## src/kph_pkg.sv

```systemverilog
// Shared types and constants for the key press and hold table.
// No dependencies; imported by key_press_and_hold_table.
`default_nettype none

package kph_pkg;

   // Key code width of one event word
   localparam int CODE_W = 31;

   // Event mode codes
   typedef enum logic [1:0] {
      MODE_DOWN  = 2'd0,
      MODE_UP    = 2'd1,
      MODE_CLEAR = 2'd2,
      MODE_QUERY = 2'd3
   } mode_type;

   // Sequencer states, one-hot
   typedef enum logic [2:0] {
      ST_IDLE   = 3'b001,
      ST_SCAN   = 3'b010,
      ST_FINISH = 3'b100
   } state_type;

endpackage

`default_nettype wire

```

## src/key_press_and_hold_table.sv

```systemverilog
// Key press and hold table: pressed list and held table with a serial scan.
// Depends on kph_pkg for mode codes, state codes and the key code width.
//
// Usage:
//   Drive req_mode and req_key_code and raise start while busy is low; the
//   word is taken at that clock edge and busy rises on the next cycle.
//   Key-down appends to the pressed list (until full) and places the key in
//   the held table once (if a slot is free); key-up frees every held slot
//   of that key; clear empties the pressed list; query changes nothing.
//   One result word follows each request: rsp_valid is high for exactly one
//   cycle with rsp_key_pressed, rsp_key_held, rsp_pressed_full and
//   rsp_held_full describing the state after the request.
//   A single shared compare stage walks both tables one slot a cycle over
//   N = max(pressed count, used held slots) slots.
//   busy stays high until the result is shown, so the next request is taken
//   in the cycle rsp_valid is high.
//   The receiver cannot stall: the result word is shown once and dropped.
//   Reset (synchronous, active high) empties both tables: counts and slot
//   valid bits go to zero; the code stores need no clearing.
`default_nettype none

module key_press_and_hold_table #(
   parameter int TABLE_DEPTH = 10
) (
   input  wire logic                      clock,
   input  wire logic                      reset,
   input  wire logic                      start,
   output logic                           busy,
   input  wire kph_pkg::mode_type         req_mode,
   input  wire logic [kph_pkg::CODE_W-1:0] req_key_code,
   output logic                           rsp_valid,
   output logic                           rsp_key_pressed,
   output logic                           rsp_key_held,
   output logic                           rsp_pressed_full,
   output logic                           rsp_held_full
);

   import kph_pkg::*;

   localparam int IDX_W = (TABLE_DEPTH > 1) ? $clog2(TABLE_DEPTH) : 1;
   localparam int CNT_W = $clog2(TABLE_DEPTH + 1);
   localparam logic [CNT_W-1:0] DEPTH_C = CNT_W'(TABLE_DEPTH);

   // Code stores
   logic [CODE_W-1:0] pressed_mem [TABLE_DEPTH];
   logic [CODE_W-1:0] held_mem    [TABLE_DEPTH];

   // Sequencer and request word
   state_type         state_ff, state_in;
   mode_type          mode_ff;
   logic [CODE_W-1:0] code_ff;
   logic [CNT_W-1:0]  scan_len_ff, scan_len_in;
   logic [CNT_W-1:0]  rd_idx_ff, rd_idx_in;

   // Compare stage
   logic              cmp_vld_ff, cmp_vld_in;
   logic [IDX_W-1:0]  cmp_idx_ff, cmp_idx_in;
   logic [CODE_W-1:0] p_rd_ff, h_rd_ff;

   // Scan accumulators
   logic              pm_ff, pm_in;
   logic              hm_ff, hm_in;
   logic [1:0]        fcnt_ff, fcnt_in;
   logic [IDX_W-1:0]  flast_ff, flast_in;

   // Table state
   logic [CNT_W-1:0]       pressed_count_ff, pressed_count_in;
   logic [CNT_W-1:0]       held_used_ff, held_used_in;
   logic [TABLE_DEPTH-1:0] held_valid_ff, held_valid_in;

   // Result word
   logic rsp_valid_ff, rsp_valid_in;
   logic rsp_pressed_ff, rsp_pressed_in;
   logic rsp_held_ff, rsp_held_in;
   logic rsp_pfull_ff, rsp_pfull_in;
   logic rsp_hfull_ff, rsp_hfull_in;

   // Combinational helpers
   logic             accept;
   logic             issue;
   logic             p_hit, h_valid, h_used, h_hit, h_freed;
   logic             p_app;
   logic             h_we;
   logic [IDX_W-1:0] h_slot;
   logic             freed_after;

   assign accept = start && (state_ff == ST_IDLE);
   assign busy   = (state_ff != ST_IDLE);
   assign issue  = (state_ff == ST_SCAN) && (rd_idx_ff < scan_len_ff);

   // Compare one slot of each table against the request key
   always_comb begin
      h_valid = held_valid_ff[cmp_idx_ff];
      h_used  = CNT_W'(cmp_idx_ff) < held_used_ff;
      p_hit   = (CNT_W'(cmp_idx_ff) < pressed_count_ff) && (p_rd_ff == code_ff);
      h_hit   = h_used && h_valid && (h_rd_ff == code_ff);
      h_freed = h_used && !h_valid;
   end

   // Sequence the scan and work out the table update
   always_comb begin
      state_in         = state_ff;
      scan_len_in      = scan_len_ff;
      rd_idx_in        = rd_idx_ff;
      cmp_vld_in       = 1'b0;
      cmp_idx_in       = cmp_idx_ff;
      pm_in            = pm_ff;
      hm_in            = hm_ff;
      fcnt_in          = fcnt_ff;
      flast_in         = flast_ff;
      pressed_count_in = pressed_count_ff;
      held_used_in     = held_used_ff;
      held_valid_in    = held_valid_ff;
      rsp_valid_in     = 1'b0;
      rsp_pressed_in   = rsp_pressed_ff;
      rsp_held_in      = rsp_held_ff;
      rsp_pfull_in     = rsp_pfull_ff;
      rsp_hfull_in     = rsp_hfull_ff;
      p_app            = 1'b0;
      h_we             = 1'b0;
      h_slot           = flast_ff;
      freed_after      = (fcnt_ff != 2'd0);

      unique case (state_ff)
         ST_IDLE: begin
            if (accept) begin
               state_in    = ST_SCAN;
               rd_idx_in   = '0;
               scan_len_in = (pressed_count_ff > held_used_ff) ? pressed_count_ff
                                                               : held_used_ff;
               pm_in       = 1'b0;
               hm_in       = 1'b0;
               fcnt_in     = 2'd0;
               flast_in    = '0;
            end
         end

         ST_SCAN: begin
            // advance the read address
            if (issue) begin
               cmp_vld_in = 1'b1;
               cmp_idx_in = rd_idx_ff[IDX_W-1:0];
               rd_idx_in  = rd_idx_ff + 1'b1;
            end else if (!cmp_vld_ff) begin
               state_in = ST_FINISH;
            end
            // accumulate matches and freed slots; key-up frees on match
            if (cmp_vld_ff) begin
               if (p_hit) pm_in = 1'b1;
               if (h_hit) begin
                  hm_in = 1'b1;
                  if (mode_ff == MODE_UP) held_valid_in[cmp_idx_ff] = 1'b0;
               end
               if (h_freed) begin
                  flast_in = cmp_idx_ff;
                  if (fcnt_ff != 2'd2) fcnt_in = fcnt_ff + 1'b1;
               end
            end
         end

         ST_FINISH: begin
            state_in     = ST_IDLE;
            rsp_valid_in = 1'b1;
            rsp_pressed_in = pm_ff;
            rsp_held_in    = hm_ff;
            case (mode_ff)
               MODE_DOWN: begin
                  p_app = (pressed_count_ff < DEPTH_C);
                  if (p_app) pressed_count_in = pressed_count_ff + 1'b1;
                  rsp_pressed_in = pm_ff || p_app;
                  if (!hm_ff) begin
                     if (fcnt_ff != 2'd0) begin
                        // reuse the last freed slot
                        h_we        = 1'b1;
                        h_slot      = flast_ff;
                        freed_after = (fcnt_ff == 2'd2);
                        rsp_held_in = 1'b1;
                     end else if (held_used_ff < DEPTH_C) begin
                        // append a fresh slot
                        h_we         = 1'b1;
                        h_slot       = held_used_ff[IDX_W-1:0];
                        held_used_in = held_used_ff + 1'b1;
                        rsp_held_in  = 1'b1;
                     end
                  end
               end
               MODE_UP: begin
                  freed_after = (fcnt_ff != 2'd0) || hm_ff;
                  rsp_held_in = 1'b0;
               end
               MODE_CLEAR: begin
                  pressed_count_in = '0;
                  rsp_pressed_in   = 1'b0;
               end
               default: begin
               end
            endcase
            if (h_we) held_valid_in[h_slot] = 1'b1;
            rsp_pfull_in = (pressed_count_in == DEPTH_C);
            rsp_hfull_in = (held_used_in == DEPTH_C) && !freed_after;
         end

         default: begin
            state_in = ST_IDLE;
         end
      endcase
   end

   // Pressed list store: append on key-down, read one slot per scan cycle
   always_ff @(posedge clock) begin
      if (p_app) pressed_mem[pressed_count_ff[IDX_W-1:0]] <= code_ff;
      p_rd_ff <= pressed_mem[rd_idx_ff[IDX_W-1:0]];
   end

   // Held table store: fill a slot on key-down, read one slot per scan cycle
   always_ff @(posedge clock) begin
      if (h_we) held_mem[h_slot] <= code_ff;
      h_rd_ff <= held_mem[rd_idx_ff[IDX_W-1:0]];
   end

   // Hold the request word, compare index, scan accumulators and result word
   always_ff @(posedge clock) begin
      if (accept) begin
         mode_ff <= req_mode;
         code_ff <= req_key_code;
      end
      scan_len_ff    <= scan_len_in;
      rd_idx_ff      <= rd_idx_in;
      cmp_idx_ff     <= cmp_idx_in;
      pm_ff          <= pm_in;
      hm_ff          <= hm_in;
      fcnt_ff        <= fcnt_in;
      flast_ff       <= flast_in;
      rsp_pressed_ff <= rsp_pressed_in;
      rsp_held_ff    <= rsp_held_in;
      rsp_pfull_ff   <= rsp_pfull_in;
      rsp_hfull_ff   <= rsp_hfull_in;
   end

   // Control state
   always_ff @(posedge clock) begin
      if (reset) begin
         state_ff         <= ST_IDLE;
         cmp_vld_ff       <= 1'b0;
         pressed_count_ff <= '0;
         held_used_ff     <= '0;
         held_valid_ff    <= '0;
         rsp_valid_ff     <= 1'b0;
      end else begin
         state_ff         <= state_in;
         cmp_vld_ff       <= cmp_vld_in;
         pressed_count_ff <= pressed_count_in;
         held_used_ff     <= held_used_in;
         held_valid_ff    <= held_valid_in;
         rsp_valid_ff     <= rsp_valid_in;
      end
   end

   assign rsp_valid        = rsp_valid_ff;
   assign rsp_key_pressed  = rsp_pressed_ff;
   assign rsp_key_held     = rsp_held_ff;
   assign rsp_pressed_full = rsp_pfull_ff;
   assign rsp_held_full    = rsp_hfull_ff;

endmodule

`default_nettype wire
```

## config.mk

```make
export PLATFORM = sky130hd
export DESIGN_NAME = key_press_and_hold_table
export DESIGN_NICKNAME = d
export VERILOG_FILES = /design/src/kph_pkg.sv /design/src/key_press_and_hold_table.sv
export SDC_FILE = /design/constraint.sdc
export NUM_CORES = 1
export LEC_CHECK = 0
export BUFFER_PORTS_ARGS = -buffer_cell sky130_fd_sc_hd__buf_2
export CAP_MARGIN = 20
export CORE_ASPECT_RATIO = 0.5
export CORE_MARGIN = 1.5
export CORE_UTILIZATION = 35
export DETAILED_ROUTE_END_ITERATION = 8
export GPL_TIMING_DRIVEN = 0
export PLACE_DENSITY = 0.49
export SETUP_SLACK_MARGIN = 0.3
export SLEW_MARGIN = 10
export SYNTH_ARGS = -nofsm -noshare
export SYNTH_HDL_FRONTEND = slang
export SYNTH_SLANG_ARGS = --single-unit
```

## constraint.sdc

```tcl
create_clock -name clock -period 5 [get_ports clock]
set_input_delay 0.25 -clock clock [delete_from_list [all_inputs] [get_ports clock]]
set_output_delay 0.25 -clock clock [all_outputs]
set_load 0.1 [all_outputs]
```

==> results.toml, run 1 <==
[sta]
max_slew.worst_pin.slew_ns = 1.061
clock.fmax_mhz = 252.9
holdWs_ns = 0.1827
slew_headroom = 0.2929
final-setup-viol-count = 0
slew_viol_final = 0
min_period_over_period = 0.7907
finalClockSkew_ns = 0.01523
hold_viol_final = 0
period_minus_slack_ns = 3.954
rsz0062_at_grt = "no"

[synth]
yosys_warnings = 0
synth_edf_count = 677
ys_top_cells_by_area = "edfxtp_1, mux4_2, dfxtp_1"
synth_seq_cells = 762
netlist_area_um2 = 29430
synth_ff_type = "edfxtp_1"
seq_area_frac_synth = 0.7487
synth_top_area_share = 0.6908
ys_types = 63
synth_nets = 1624
synth_async_sr_flop_share = 0
yosysTopAreaCell = "edfxtp_1"
syn-mean-instance-area_um2 = 18.78
netlist_instances = 1567

[clock_tree]
tritoncts = "done"
cts_buffers = 72
clk_pin_slew_ns = 0.06
clock_path_buffers = 3
h-tree-depth = 3
clk_latency_ns = 0.62
cts_sinks = 762
post_cts_resized = 0
cts-root-buf = "clkbuf_16"

[placed_design]
io_buffers = 40
finalWeightedCongestion = 0.7922
hpwl_mm = 49.22

[worst_setup_path]
path_class = "flop to flop"
cp.required_ns = 5.32
reg2reg_to = "held_mem[7][16]$_DFFE_PP_"
arrival_ns = 4.27
critPathLaunchType = "flop"
cp_max_fo = 10
worst_setup_path_end_kind = "flop"
ff2ff_setup_slack_ns = 1.05
r2r.worst_path.cells = 12
r2r_start = "fcnt_ff[0]$_SDFFCE_PN0P_"

[grt]
grt.total_usage = 0.1784
antenna_found_initial = 1
grt_max_degree = 32
gr-max-usage-layer = "met1"
grt_overflow = 0
met2_usage = 0.2629
use_met1 = 0.2633
grtUsageMet3 = 0.04318
grt_pass1_vias = 15230
grt_pass1_wl_mm = 109.6

[finish]
layout.nets = 1814
final_cell_mix = "edfxtp_1, mux4_2, dfxtp_1, clkbuf_16, a21oi_1"
final_common_cell = "edfxtp_1"
drive_gt1_frac = 0.2070
area_growth_syn_to_layout_pct = 16.83

[power]
p_total_w = 0.01355
powerDensity_nw_per_um2 = 394.2
power_frac_comb = 0.060
sw_frac_of_total = 0.2243
intPower_w = 0.01051
seq_power_share = 0.532
leakage_nw = 10.99
peakVddDrop_mv = 0.2276
p_sw_w = 0.003039
clockPowerShare = 0.408

[detailed_routing]
viasPerCell = 5.173
initialDrtViolationCount = 1312
ant_nets = 0
vias = 15110
route.detailed.drc = 0
wl_per_cell_um = 26.08
totalWireLength_mm = 76.14
first_pass_iters = 7

[worst_hold_path]
whs_endpoint = "held_used_ff[2]$_SDFFE_PP0P_"
worst_hold_path_type = "input port to flop"
hp-start = "reset"
whs_path_depth = 2

[floorplanning]
die_area_um2 = 85930
row_count = 74
initial_core_util = 0.3571
die_w_um = 413.1
ios = 42
core_area_um2 = 82400
die_h_um = 208.0

[run]
cap_violations = 0

[outcome]
status = "complete, no violations"
synth_stat cells, types with 2 or more instances:
cell	count
buf_1	2
and2_1	13
edfxtp_1	677
a2111oi_0	2
buf_4	4
a211oi_1	66
a31oi_1	4
nor2b_1	70
or2_2	2
buf_2	20
ha_1	21
buf_6	2
mux2i_1	66
dfxtp_1	85
xor2_1	17
nand3_1	10
a21oi_1	74
mux4_2	125
mux2_2	5
nor4_1	15
o21a_1	3
a21o_1	3
nand2_4	2
o31ai_1	2
o21ai_0	22
nor2_1	36
clkbuf_1	50
inv_1	21
or3b_1	2
o211ai_1	9
nand2b_1	10
nor3_1	7
xnor2_1	49
nand4_1	20
nor3b_1	2
and4_1	2
nand2_1	21
power by group through the flow:
stage	logic (W)	clock network, W	registers, W
global placement	0.000792	0	0.00735
finish	0.000810	0.00553	0.00721
floorplan	0.000500	0	0.00727
CTS	0.000818	0.00566	0.00722
global route	0.000868	0.00587	0.00723
detailed placement	0.000795	0	0.00735
stage by stage:
| step | worst slack [ns] | std cells | cell area (µm²) | setup TNS [ns] | utilization |
|---|---|---|---|---|---|
| after CTS | 0.9973 | 2918 | 34370 | 0 | 0.4171 |
| after global placement | -4.184 | 2709 | 31010 | -584.34 | 0.3763 |
| final | 1.046 | 2920 | 34380 | 0 | 0.4172 |
| after detailed placement | 1.023 | 2752 | 31670 | 0 | 0.3844 |
| after floorplan | 0.4839 | 1567 | 29430 | 0 | - |
| after global routing | 0.7778 | 2918 | 34370 | 0 | 0.4171 |
cells by family (layout without fill, tap and decap cells):
family / after synthesis / count (layout) / share of synthesized area
fa+ha+maj: 21 / 21 / 0.008929
mux: 197 / 197 / 0.1208
xor+xnor: 66 / 66 / 0.01964
buf+inv: 100 / 349 / 0.01480
compound gates: 201 / 201 / 0.04414
other cells: 0 / 2 / 0
flops: 762 / 762 / 0.7487
simple gates: 220 / 220 / 0.04303
sequential cells by signal (all words and copies together), names as in the netlist, 2 cells and up:
| name | count |
|---|---|
| code_ff | 31 |
| rd_idx_ff | 4 |
| held_valid_ff | 10 |
| pressed_mem | 310 |
| held_used_ff | 4 |
| h_rd_ff | 31 |
| state_ff | 3 |
| mode_ff | 2 |
| pressed_count_ff | 4 |
| p_rd_ff | 31 |
| flast_ff | 4 |
| cmp_idx_ff | 4 |
| scan_len_ff | 4 |
| fcnt_ff | 2 |
| held_mem | 310 |
critical path, stage by stage (launching register included):
cell and delay (ns):
edfxtp_1 0.43, inv_1 0.10, ha_1 0.20, nor4b_4 0.47, and3_1 0.22, clkbuf_1 0.24
o21ai_0 0.16, or3b_1 0.52, nor3_2 0.49, buf_6 0.23, buf_4 0.17, buf_4 0.19
buf_4 0.22
how the worst max path moves through the flow:
stage                                        start                            to  slack, ns  cells past startpoint
final                     fcnt_ff[0]$_SDFFCE_PN0P_     held_mem[7][16]$_DFFE_PP_       1.05                     12
after floorplan           fcnt_ff[0]$_SDFFCE_PN0P_      held_mem[7][0]$_DFFE_PP_       0.48                      8
after detailed placement  fcnt_ff[0]$_SDFFCE_PN0P_     held_mem[7][20]$_DFFE_PP_       1.02                     12
after CTS                 fcnt_ff[0]$_SDFFCE_PN0P_     held_mem[7][13]$_DFFE_PP_        1.0                     12
after global routing      fcnt_ff[0]$_SDFFCE_PN0P_     held_mem[7][20]$_DFFE_PP_       0.78                     12
after global placement    state_ff[0]$_SDFFE_PP1P_  pressed_mem[7][10]$_DFFE_PP_      -4.18                      5
per-layer routing:
metal  up-vias  part of all wire  wire length, µm
li1       6662                 -                -
met1      8000              0.48            36410
met2       341              0.44            33810
met3       103             0.058             4409
met4         0             0.020             1506
met5         -                 0                0
what timing repair did:
item / in CTS / in global routing
buffers inserted: 0 / 0
hold endpoints to repair: 33 / 0
hold buffers: 33 / 0
final cells by class:
cell class | instances | area [µm²]
sequential | 762 | 22030
multi-input combinational | 705 | 7054
timing repair buffer | 116 | 1102
clock buffer | 100 | 2092
clock inverter | 33 | 277.8
inverter | 22 | 90.09
tap | 1102 | 1379
buffer | 78 | 347.8
antenna | 2 | 5.005
fill | 7334 | 48020
Power figures use the tool's default switching activity.
==> run 2: changes to the inputs <==
Clock period 5 ns to 4.1 ns, I/O delays scaled along.
==> run 2 against run 1 <==
Critical path depth is 6 lower. Utilization rose by 0.087 points. Final cell count up 0.17%. Power up 22%. First-iteration DRC count increased by 9.1%. Critical endpoint is now held_valid_ff[4]$_SDFFE_PP0P_.
==> results.toml, run 2 (synthesis results as in run 1) <==
[outcome]
status = "complete, no violations"

[sta]
finalClockSkew_ns = 0.01723
rsz0062_at_grt = "no"
holdWs_ns = 0.1256
slew_viol_final = 0
max_slew.worst_pin.slew_ns = 1.012
timing.setup.tns_ns = 0
final-setup-viol-count = 0
slew_headroom = 0.3254
hold_viol_final = 0
clock.fmax_mhz = 279.8
min_period_over_period = 0.8717
period_minus_slack_ns = 3.574

[detailed_routing]
ant_nets = 0
route.detailed.drc = 0
viasPerCell = 5.201
wl_per_cell_um = 25.88
first_pass_iters = 5
totalWireLength_mm = 75.69
vias = 15210
initialDrtViolationCount = 1431

[floorplanning]
die_w_um = 413.1
die_h_um = 208.0
initial_core_util = 0.3571
core_area_um2 = 82400
row_count = 74
ios = 42
die_area_um2 = 85930

[placed_design]
io_buffers = 40
finalWeightedCongestion = 0.8002
hpwl_mm = 48.92
placed_area_um2 = 31670

[clock_tree]
clk_pin_slew_ns = 0.06
post_cts_resized = 0
cts_buffers = 73
clk_latency_ns = 0.63
cts_sinks = 762
h-tree-depth = 3
cts-root-buf = "clkbuf_16"
clock_path_buffers = 3
tritoncts = "done"

[worst_setup_path]
crit_family = "simple AND/OR/NAND/NOR gates"
worst_setup_path_end_kind = "flop"
critPathLaunchType = "flop"
critical_path_buf_inv_count = 0
arrival_ns = 4.05
ff2ff_setup_slack_ns = 0.53
cp.required_ns = 4.58
r2r.worst_path.cells = 6
cp_max_fo = 22
cp_common_cell = "nand4_1"
cp_cell_sequence = "xnor2_1 > nand4_1 > nor4_1 > nand4_1 > o211ai_1 > o41ai_1"
slowest_delay_ns = 0.75
cp_slowest_cell = "nor4_1"
path_class = "flop to flop"
crit_cells = 6

[grt]
grt.total_usage = 0.1769
grt_max_degree = 32
antenna_found_initial = 0
grt_pass1_vias = 15130
grt_pass1_wl_mm = 108.9
grt_overflow = 0

[finish]
final_util = 0.4181
multi_input_area_um2 = 7066
final_cell_area_um2 = 34450
seq_area_um2 = 22030
fill_cells = 7373
drive_gt1_frac = 0.2048
final_common_cell = "edfxtp_1"
area_growth_syn_to_layout_pct = 17.07
final_cell_mix = "edfxtp_1, mux4_2, dfxtp_1, clkbuf_16, clkbuf_1"
layout.nets = 1819

[power]
powerDensity_nw_per_um2 = 481.4
peakVddDrop_mv = 0.3195
p_total_w = 0.01658
leakage_nw = 11.03

[run]
cap_violations = 0

[worst_hold_path]
worst_hold_path_type = "input port to flop"
whs_path_depth = 2
run 2: changes by cell type in the layout (fill, tap and decap cells not counted), moves of 4 or more:
cell and delta:
clkbuf_1 +11, buf_8 +4, clkinv_2 -4, clkinvlp_4 -4
run 2: final cells by class:
class | instances | area share
multi-input cells | 705 | 0.2051
inverters | 22 | 0.002615
clock inverters | 23 | 0.006864
plain buffers | 78 | 0.01010
flip-flops and latches | 762 | 0.6395
well taps | 1102 | 0.04002
clock buffers | 111 | 0.06225
repair buffers | 120 | 0.03341
diodes | 2 | 0.0001453
run 2: final timing paths:
path                              endpoint                  startpoint
max reg2reg  held_valid_ff[4]$_SDFFE_PP0P_       code_ff[25]$_DFFE_PP_
max          held_valid_ff[4]$_SDFFE_PP0P_       code_ff[25]$_DFFE_PP_
min           held_used_ff[2]$_SDFFE_PP0P_                       reset
min reg2reg        cmp_idx_ff[0]$_DFFE_PP_  rd_idx_ff[0]$_SDFFCE_PN0P_
run 2: report_power, final:
part	switching [W]	internal (W)
clock network	0.00293	0.00388
logic	0.000592	0.000395
registers	0.000197	0.00859
run 2: stage by stage:
stage	setup slack, ns	instances
6_report	0.5261	2925
5_1_grt	0.3016	2923
4_1_cts	0.3244	2915
3_5_place_dp	0.3340	2748
3_3_place_gp	-5.151	2709
2_1_floorplan	-0.3337	1567
run 2: timing repair:
| action | CTS | global route |
|---|---|---|
| setup endpoints to repair | 0 | 84 |
| setup buffers | 0 | 8 |
| hold buffers | 33 | 0 |
| hold endpoints to repair | 33 | 0 |
run 2: per-layer routing:
metal / routed length [µm] / track usage / vias up
met1: 36030 / 0.2642 / 8053
met3: 4485 / 0.03781 / 97
met5: 0 / 0 / -
met2: 33770 / 0.2628 / 395
li1: - / - / 6667
met4: 1408 / 0.04206 / 0
==> run 3: changes to the inputs <==
Settings changed: CTS_CLUSTER_SIZE set to 30, REMOVE_ABC_BUFFERS set to 1.
==> run 3 against run 2 <==
Clock skew is 0.010 ns higher. Critical path depth is 3 higher. Sequential share of layout area is 0.90 points lower. Sequential power hardly changed. Register-to-register slack worse by 0.07 ns. Final cell count is 1.4% lower. Power is 0.81% lower. Hold slack better by 0.17 ns. Highest routed layer unchanged.
==> results.toml, run 3 (synthesis results as in run 1) <==
[clock_tree]
clk_latency_ns = 0.62
cts_sinks = 762
cts_buffers = 73
clk_pin_slew_ns = 0.06
h-tree-depth = 3
tritoncts = "done"
cts-root-buf = "clkbuf_16"
clock_path_buffers = 3

[floorplanning]
initial_core_util = 0.3571
ios = 42
core_area_um2 = 82400
row_count = 74
die_w_um = 413.1
die_h_um = 208.0
die_area_um2 = 85930

[grt]
antenna_found_initial = 0
grt_overflow = 0
grt_pass1_vias = 15320
grt_pass1_wl_mm = 104.9
grt.total_usage = 0.1683
grt_max_degree = 32

[sta]
min_period_over_period = 0.8881
finalClockSkew_ns = 0.02761
rsz0062_at_grt = "no"
clock.fmax_mhz = 274.6
max_slew.worst_pin.slew_ns = 1.074
holdWs_ns = 0.2926
final-setup-viol-count = 0
period_minus_slack_ns = 3.641
setup_slack_ns = 0.4586
slew_headroom = 0.2773
hold_viol_final = 0
slew_viol_final = 0

[finish]
layout.nets = 1782
final_cell_mix = "edfxtp_1, mux4_2, dfxtp_1, a21oi_1, clkbuf_16"
fill_cells = 7236
area_growth_syn_to_layout_pct = 18.73
final_cell_area_um2 = 34940
diodes = 0
final_common_cell = "edfxtp_1"
drive_gt1_frac = 0.2179

[power]
power_frac_comb = 0.061
powerDensity_nw_per_um2 = 470.8
p_sw_w = 0.003540
peakVddDrop_mv = 0.2814
intPower_w = 0.01291
leakage_nw = 11.24
clockPowerShare = 0.406
seq_power_share = 0.533
sw_frac_of_total = 0.2152

[detailed_routing]
wl_per_cell_um = 24.82
route.detailed.drc = 0
viasPerCell = 5.221
totalWireLength_mm = 71.54
vias = 15050
ant_nets = 0
initialDrtViolationCount = 1534
first_pass_iters = 6

[worst_setup_path]
ff2ff_setup_slack_ns = 0.46
cp_max_fo = 18
arrival_ns = 3.94
critPathLaunchType = "flop"
path_class = "flop to flop"
cp.required_ns = 4.40
worst_setup_path_end_kind = "flop"

[worst_hold_path]
worst_hold_path_type = "input port to flop"

[placed_design]
io_buffers = 41
placed_area_um2 = 32230
hpwl_mm = 44.49
pre_cts_slack_ns = 0.4291
finalWeightedCongestion = 0.8505

[run]
cap_violations = 0

[outcome]
status = "complete, no violations"
## run 3: cell types whose count changed in the layout (fill, tap and decap cells not counted), moves of 3 or more
cell and change:
buf_12 -8, clkbuf_1 -53, nor3_2 +3, and2_4 +5, buf_2 -20, buf_4 -7, buf_8 +20, and2_2 -5
clkbuf_16 -3, inv_6 +3, buf_6 +4, buf_16 +25
## run 3: worst paths after layout
kind,from,depth (start not counted),endpoint
setup / recovery,fcnt_ff[0]$_SDFFCE_PN0P_,9,held_mem[5][9]$_DFFE_PP_
hold / removal,req_key_code[14],2,code_ff[14]$_DFFE_PP_
hold reg to reg,held_valid_ff[7]$_SDFFE_PP0P_,2,held_valid_ff[7]$_SDFFE_PP0P_
setup reg to reg,fcnt_ff[0]$_SDFFCE_PN0P_,9,held_mem[5][9]$_DFFE_PP_
## run 3: metrics by stage
stage	power [W]	TNS, ns	cells	util
5_1_grt	0.01701	0	2883	0.4240
2_1_floorplan	0.009560	-359.06	1489	-
3_5_place_dp	0.009933	0	2716	0.3912
3_3_place_gp	0.009961	-1743.62	2632	0.3721
4_1_cts	0.01666	0	2881	0.4236
6_report	0.01645	0	2883	0.4240
## run 3: area by class of cell
class	count	area, µm²	share of cell area
inverter	22	90.09	0.002578
clock buffer	106	2072	0.05930
sequential	762	22030	0.6305
tap	1102	1379	0.03946
clock inverter	25	260.3	0.007449
multi-input combinational	705	7073	0.2024
timing repair buffer	161	2034	0.05823
## run 3: worst max-delay path: stages, from the launching register on
cell and delay (ns):
edfxtp_1 0.43, inv_1 0.12, ha_1 0.21, nor4b_4 0.49, and2_0 0.43, nand2_4 0.11
mux2i_4 0.22, or2_2 0.39, nor2_4 0.62, buf_12 0.28
## run 3: layer usage
| metal | up-vias | share of wire | GRT usage |
|---|---|---|---|
| li1 | 6610 | - | - |
| met1 | 7875 | 0.47 | 0.2516 |
| met2 | 459 | 0.45 | 0.2510 |
| met3 | 107 | 0.059 | 0.03176 |
| met4 | 0 | 0.023 | 0.04471 |
| met5 | - | 0 | 0 |
## run 3: power groups by stage
stage / registers, W / clock network (W) / logic, W
detailed placement: 0.00894 / 0 / 0.000989
global placement: 0.00912 / 0 / 0.000838
floorplan: 0.00899 / 0 / 0.000575
CTS: 0.00878 / 0.00686 / 0.00102
global route: 0.00880 / 0.00713 / 0.00109
finish: 0.00877 / 0.00667 / 0.00100
## run 3: what timing repair did
action,4_1_cts,5_1_grt
setup buffers,0,2
hold endpoints to repair,40,0
gates resized for setup,0,1
hold buffers,34,0
setup endpoints to repair,0,48
